$ cat config.mk
export PLATFORM = sky130hd
export DESIGN_NAME = cmta_cfg_regs
export DESIGN_NICKNAME = d
export VERILOG_FILES = /design/src/hdl/cmta_pkg.sv /design/src/hdl/cmta_cfg_regs.sv
export SDC_FILE = /design/constraint.sdc
export NUM_CORES = 1
export LEC_CHECK = 0
export ABC_AREA = 1
export BUFFER_PORTS_ARGS = -buffer_cell sky130_fd_sc_hd__buf_4
export CORE_MARGIN = 2
export CORE_UTILIZATION = 33
export DETAILED_ROUTE_END_ITERATION = 12
export PLACE_DENSITY_LB_ADDON = 0.08
export SLEW_MARGIN = 20
export SYNTH_ARGS = -nofsm -noshare
export SYNTH_HDL_FRONTEND = slang
export SYNTH_SLANG_ARGS = --single-unit
$ cat constraint.sdc
create_clock -name clk -period 1.5 [get_ports clk]
set_input_delay 0.225 -clock clk [delete_from_list [all_inputs] [get_ports clk]]
set_output_delay 0.225 -clock clk [all_outputs]
set_load 0.005 [all_outputs]
$ cat src/hdl/cmta_pkg.sv
// ----------------------------------------------------------------------------
// cmta_pkg
// Shared types and codes of the channel moment and tail accumulator: request
// and result payloads, configuration image, stage record and status codes.
// ----------------------------------------------------------------------------
package cmta_pkg;

    // largest channel count the storage is laid out for
    localparam int MAX_CHANNELS = 4;

    // result status codes, also the latched error code
    typedef enum logic [2:0] {
        ST_OK       = 3'd0,
        ST_ORDER    = 3'd1,
        ST_RANGE    = 3'd2,
        ST_WEIGHT   = 3'd3,
        ST_SEQUENCE = 3'd4,
        ST_OVERFLOW = 3'd5
    } status_t;

    // configuration register indexes
    typedef enum logic [2:0] {
        REG_RANGE_A_START = 3'd0,
        REG_RANGE_A_COUNT = 3'd1,
        REG_RANGE_B_START = 3'd2,
        REG_RANGE_B_COUNT = 3'd3,
        REG_TAIL_LIMIT_0  = 3'd4,
        REG_TAIL_LIMIT_1  = 3'd5,
        REG_TAIL_LIMIT_2  = 3'd6,
        REG_TAIL_LIMIT_3  = 3'd7
    } reg_index_t;

    // request function codes
    typedef enum logic {
        FUNC_CLEAR = 1'b0,
        FUNC_ACCUM = 1'b1
    } func_t;

    // request payload
    typedef struct packed {
        logic               func;
        logic [63:0]        sample_id;
        logic [1:0]         channel;
        logic signed [31:0] contribution;
        logic [31:0]        weight;
    } cmta_in_t;

    // result payload
    typedef struct packed {
        logic [2:0]         status;
        logic [31:0]        samples_seen;
        logic signed [47:0] running_sum;
        logic [63:0]        running_square_sum;
        logic [31:0]        peak_magnitude;
        logic [31:0]        tail_hits;
        logic [47:0]        tail_excess_total;
        logic [47:0]        weight_total;
        logic [63:0]        weight_square_total;
    } cmta_out_t;

    // configuration image
    typedef struct packed {
        logic [63:0]                   range_a_start;
        logic [63:0]                   range_a_count;
        logic [63:0]                   range_b_start;
        logic [63:0]                   range_b_count;
        logic [MAX_CHANNELS-1:0][30:0] tail_limit;
    } cmta_cfg_t;

    // request after the first stage: magnitude, squares and config checks
    typedef struct packed {
        logic               func;
        logic [63:0]        sample_id;
        logic [1:0]         channel;
        logic signed [31:0] contribution;
        logic [31:0]        weight;
        logic [31:0]        magnitude;
        logic [63:0]        square;
        logic [63:0]        weight_square;
        logic               id_in_range;
        logic               tail_hit;
        logic [31:0]        excess;
    } cmta_prep_t;

endpackage

$ cat src/hdl/cmta_cfg_regs.sv
// ----------------------------------------------------------------------------
// cmta_cfg_regs
// Configuration registers: identity ranges and per-channel tail limits,
// written through a plain write port.
// ----------------------------------------------------------------------------
module cmta_cfg_regs #(
    parameter int CHANNELS = 4,
    parameter int RANGES   = 2
) (
    input  logic                 clk,
    input  logic                 rst_n,
    input  logic                 cfg_write,
    input  logic [2:0]           cfg_index,
    input  logic [63:0]          cfg_data,
    output cmta_pkg::cmta_cfg_t  cfg
);

    logic [7:0]  wr_sel;
    logic [63:0] range_a_start_reg;
    logic [63:0] range_a_count_reg;
    logic [63:0] range_b_start;
    logic [63:0] range_b_count;
    logic [cmta_pkg::MAX_CHANNELS-1:0][30:0] tail_limit;

    // one-hot write decode
    assign wr_sel = cfg_write ? (8'd1 << cfg_index) : 8'd0;

    // range a
    always_ff @(posedge clk or negedge rst_n)
    begin
        if (!rst_n)
        begin
            range_a_start_reg <= '0;
            range_a_count_reg <= '0;
        end
        else
        begin
            if (wr_sel[cmta_pkg::REG_RANGE_A_START])
                range_a_start_reg <= cfg_data;
            if (wr_sel[cmta_pkg::REG_RANGE_A_COUNT])
                range_a_count_reg <= cfg_data;
        end
    end

    // range b, present only with two ranges; a zero count disables it
    if (RANGES > 1)
    begin : g_range_b
        logic [63:0] b_start_reg;
        logic [63:0] b_count_reg;

        always_ff @(posedge clk or negedge rst_n)
        begin
            if (!rst_n)
            begin
                b_start_reg <= '0;
                b_count_reg <= '0;
            end
            else
            begin
                if (wr_sel[cmta_pkg::REG_RANGE_B_START])
                    b_start_reg <= cfg_data;
                if (wr_sel[cmta_pkg::REG_RANGE_B_COUNT])
                    b_count_reg <= cfg_data;
            end
        end

        assign range_b_start = b_start_reg;
        assign range_b_count = b_count_reg;
    end
    else
    begin : g_no_range_b
        assign range_b_start = '0;
        assign range_b_count = '0;
    end

    // tail limits for the channels in use
    for (genvar g = 0; g < cmta_pkg::MAX_CHANNELS; g++)
    begin : g_limit
        if (g < CHANNELS)
        begin : g_used
            logic [30:0] limit_reg;

            always_ff @(posedge clk or negedge rst_n)
            begin
                if (!rst_n)
                    limit_reg <= '0;
                else if (wr_sel[int'(cmta_pkg::REG_TAIL_LIMIT_0) + g])
                    limit_reg <= cfg_data[30:0];
            end

            assign tail_limit[g] = limit_reg;
        end
        else
        begin : g_unused
            assign tail_limit[g] = '0;
        end
    end

    // configuration image
    always_comb
    begin
        cfg.range_a_start = range_a_start_reg;
        cfg.range_a_count = range_a_count_reg;
        cfg.range_b_start = range_b_start;
        cfg.range_b_count = range_b_count;
        cfg.tail_limit    = tail_limit;
    end

endmodule

==> results.py <==
metrics = {
    "setup_path": {
        "crit_arrival_ns": 1.14,
        "slowest_delay_ns": 0.43,
        "end_kind": "primary output",
        "critPathTopFamily": "flip-flops",
        "cp_slowest_cell": "dfrtp_1",
        "critPathRequiredTime_ns": 1.27,
        "crit_path_start_kind": "flop",
        "path_cells": "buf_4",
        "path_buf_inv": 1,
        "crit_fanout": 2,
        "critical_path_class": "reg2out",
    },
    "global_routing": {
        "grt_pass1_vias": 12700,
        "grt_antenna_before_repair": 0,
        "grt.overflow.total": 0,
        "grt_max_degree": 66,
        "grt_usage": 0.238,
        "grt_first_pass_wirelength_um": 84000,
    },
    "synthesis": {
        "synth_fp_nets": 1747,
        "synth_area_um2": 14800,
        "synthTopCellsByCount": "nand2_1, dfrtp_1, nand3_1, buf_2, clkbuf_2",
        "synthArstFlopShare": 1.00,
        "synth_top_area_share": 0.641,
        "ys_seq_area_frac": 0.641,
        "yosysTopAreaCell": "dfrtp_1",
        "syn_inst": 1677,
        "synth_ff_type": "dfrtp_1",
        "synth.most_common_cell": "nand2_1",
        "synth.distinct_cells": 12,
        "synth_seq_cells": 380,
        "synth_edf_count": 0,
        "yosysWarningCount": 0,
        "syn_area_per_cell_um2": 8.85,
        "ys_top_cells_by_area": "dfrtp_1, nand2_1, nand3_1, buf_2, clkbuf_2",
    },
    "power_and_ir_drop": {
        "power_density_nw_per_um2": 1450,
        "ir_drop_v": 0.000644,
        "power_leakage_nw": 11.7,
    },
    "sta": {
        "setup_viol_count_final": 0,
        "fmax_mhz": 731,
        "worst_slew_pin_slew_ns": 0.399,
        "skew_ns": 0,
        "fin_ws_ns": 0.131,
        "hold_violations": 0,
        "fin_crit_sh": 0.913,
        "grt_setup_unrepaired": "no",
        "finalMaxSlewViolations": 0,
        "min_period_ns": 1.37,
        "slew_headroom": 0.734,
        "setup_tns_ns": 0,
    },
    "routing": {
        "wl_met2_um": 26200,
        "via_per_inst": 4.66,
        "drcViolationCount": 0,
        "wirelength_um": 55800,
        "wl_met3_um": 4340,
        "highest_layer": "met4",
        "drtAntennaViolNets": 0,
        "num_vias": 13000,
        "wl_met1_um": 24300,
        "drtPass1Iterations": 5,
        "drtIter0Drc": 1102,
        "post_drt_wl_per_cell_um": 20.0,
    },
    "outcome": {
        "outcome": "complete, no violations",
    },
    "cts": {
        "clockBufferDepth": 3,
        "tritoncts": "built",
        "htree_levels": 2,
        "path_clk_slew_ns": 0.06,
        "clock-root-buffer": "clkbuf_16",
        "cts_sinks": 380,
        "cts_buffers": 43,
        "cts_setup_buffers": 0,
        "cts_resized": 0,
        "worstSkewPairLatency_ns": 0.57,
    },
    "floorplanning": {
        "core_region_area_um2": 44300,
        "io_pins": 450,
        "initial_core_util": 0.335,
        "rows": 77,
        "die_w_um": 216,
        "die_h_um": 216,
        "die_area_um2": 46700,
    },
    "layout": {
        "drive_gt1_frac": 0.267,
        "final_cells": 2790,
        "area_growth_pct": 43.2,
        "n_fill_cell": 4305,
        "nets": 2236,
        "largest_reg_flops": 124,
        "n_antenna_cell": 0,
    },
    "place": {
        "place_inst": 2648,
        "place_congestion": 0.791,
        "dp_hpwl_um": 38100,
        "dpl_worst_slack_ns": 0.0942,
        "portBuffers": 449,
    },
    "hold_path": {
        "hold_path.class": "in2reg",
    },
    "run": {
        "drv_cap": 0,
    },
}
==> per-stage QoR <==
stage	hold slack, ns	area, um2	util	total power [mW]
6_report	0.142	21300	0.480	30.8
5_1_grt	0.156	21300	0.480	32.5
4_1_cts	0.111	21300	0.480	31.2
3_5_place_dp	0.140	19200	0.432	20.2
3_3_place_gp	0.140	19200	0.432	20.1
2_1_floorplan	-0.0706	14800	-	15.4
==> area by class of cell <==
| class | count | area, um2 | area share |
|---|---|---|---|
| timing repair buffer | 574 | 4820 | 0.227 |
| clock buffer | 67 | 1320 | 0.0621 |
| multi-input combinational | 1161 | 4720 | 0.222 |
| clock inverter | 10 | 125 | 0.00589 |
| inverter | 6 | 22.5 | 0.00106 |
| sequential | 380 | 9510 | 0.447 |
| tap | 592 | 741 | 0.0349 |
==> path summary, 6_finish.rpt <==
kind                                                             from                                          to  slack, ns  cells after the start
worst min register to register  g_range_b.b_start_reg[40]$_DFFE_PN0P_       g_range_b.b_start_reg[40]$_DFFE_PN0P_       0.47                      2
worst min-delay path                                     cfg_index[2]           range_a_start_reg[21]$_DFFE_PN0P_       0.14                      5
min in group asynchronous                                       rst_n       g_range_b.b_count_reg[56]$_DFFE_PN0P_       0.15                      2
worst max register to register  g_range_b.b_count_reg[45]$_DFFE_PN0P_       g_range_b.b_count_reg[45]$_DFFE_PN0P_       0.83                      2
max in group asynchronous                                       rst_n  g_limit[2].g_used.limit_reg[7]$_DFFE_PN0P_       0.63                      4
worst max-delay path            g_range_b.b_count_reg[45]$_DFFE_PN0P_                                    cfg[169]       0.13                      1
==> cells in the final DEF (no fill, tap or decap), drive strengths merged <==
| cell type | n |
|---|---|
| nor2 | 8 |
| clkinv | 8 |
| clkbuf | 67 |
| inv | 5 |
| buf | 509 |
| dlygate4sd3 | 65 |
| bufinv | 3 |
| nand3 | 223 |
| dfrtp | 380 |
| nand2 | 930 |
==> where the power goes <==
part           internal (mW)  total (mW)  leakage, nW  switching (mW)
clock                   6.53        10.8        0.716            4.27
combinational           3.44        6.66         6.20            3.21
sequential              12.2        13.4         4.78            1.19
==> layer usage <==
| metal | track usage | vias to the layer above |
|---|---|---|
| li1 | - | 6175 |
| met1 | 0.322 | 6349 |
| met2 | 0.379 | 410 |
| met3 | 0.0705 | 62 |
| met4 | 0.0498 | 0 |
| met5 | 0 | - |
==> kinds of logic (layout without fill, tap and decap cells) <==
family,Yosys count,count (layout),synth area share
buffers and inverters,136,657,0.0453
DFF,380,380,0.641
and+or+nand+nor,1161,1161,0.314
==> repair_timing <==
action / in CTS / in global routing
hold buffers: 65 / 0
setup endpoints to repair: 0 / 0
endpoints found under the hold margin: 714 / 0
Power figures use the tool's default switching activity.
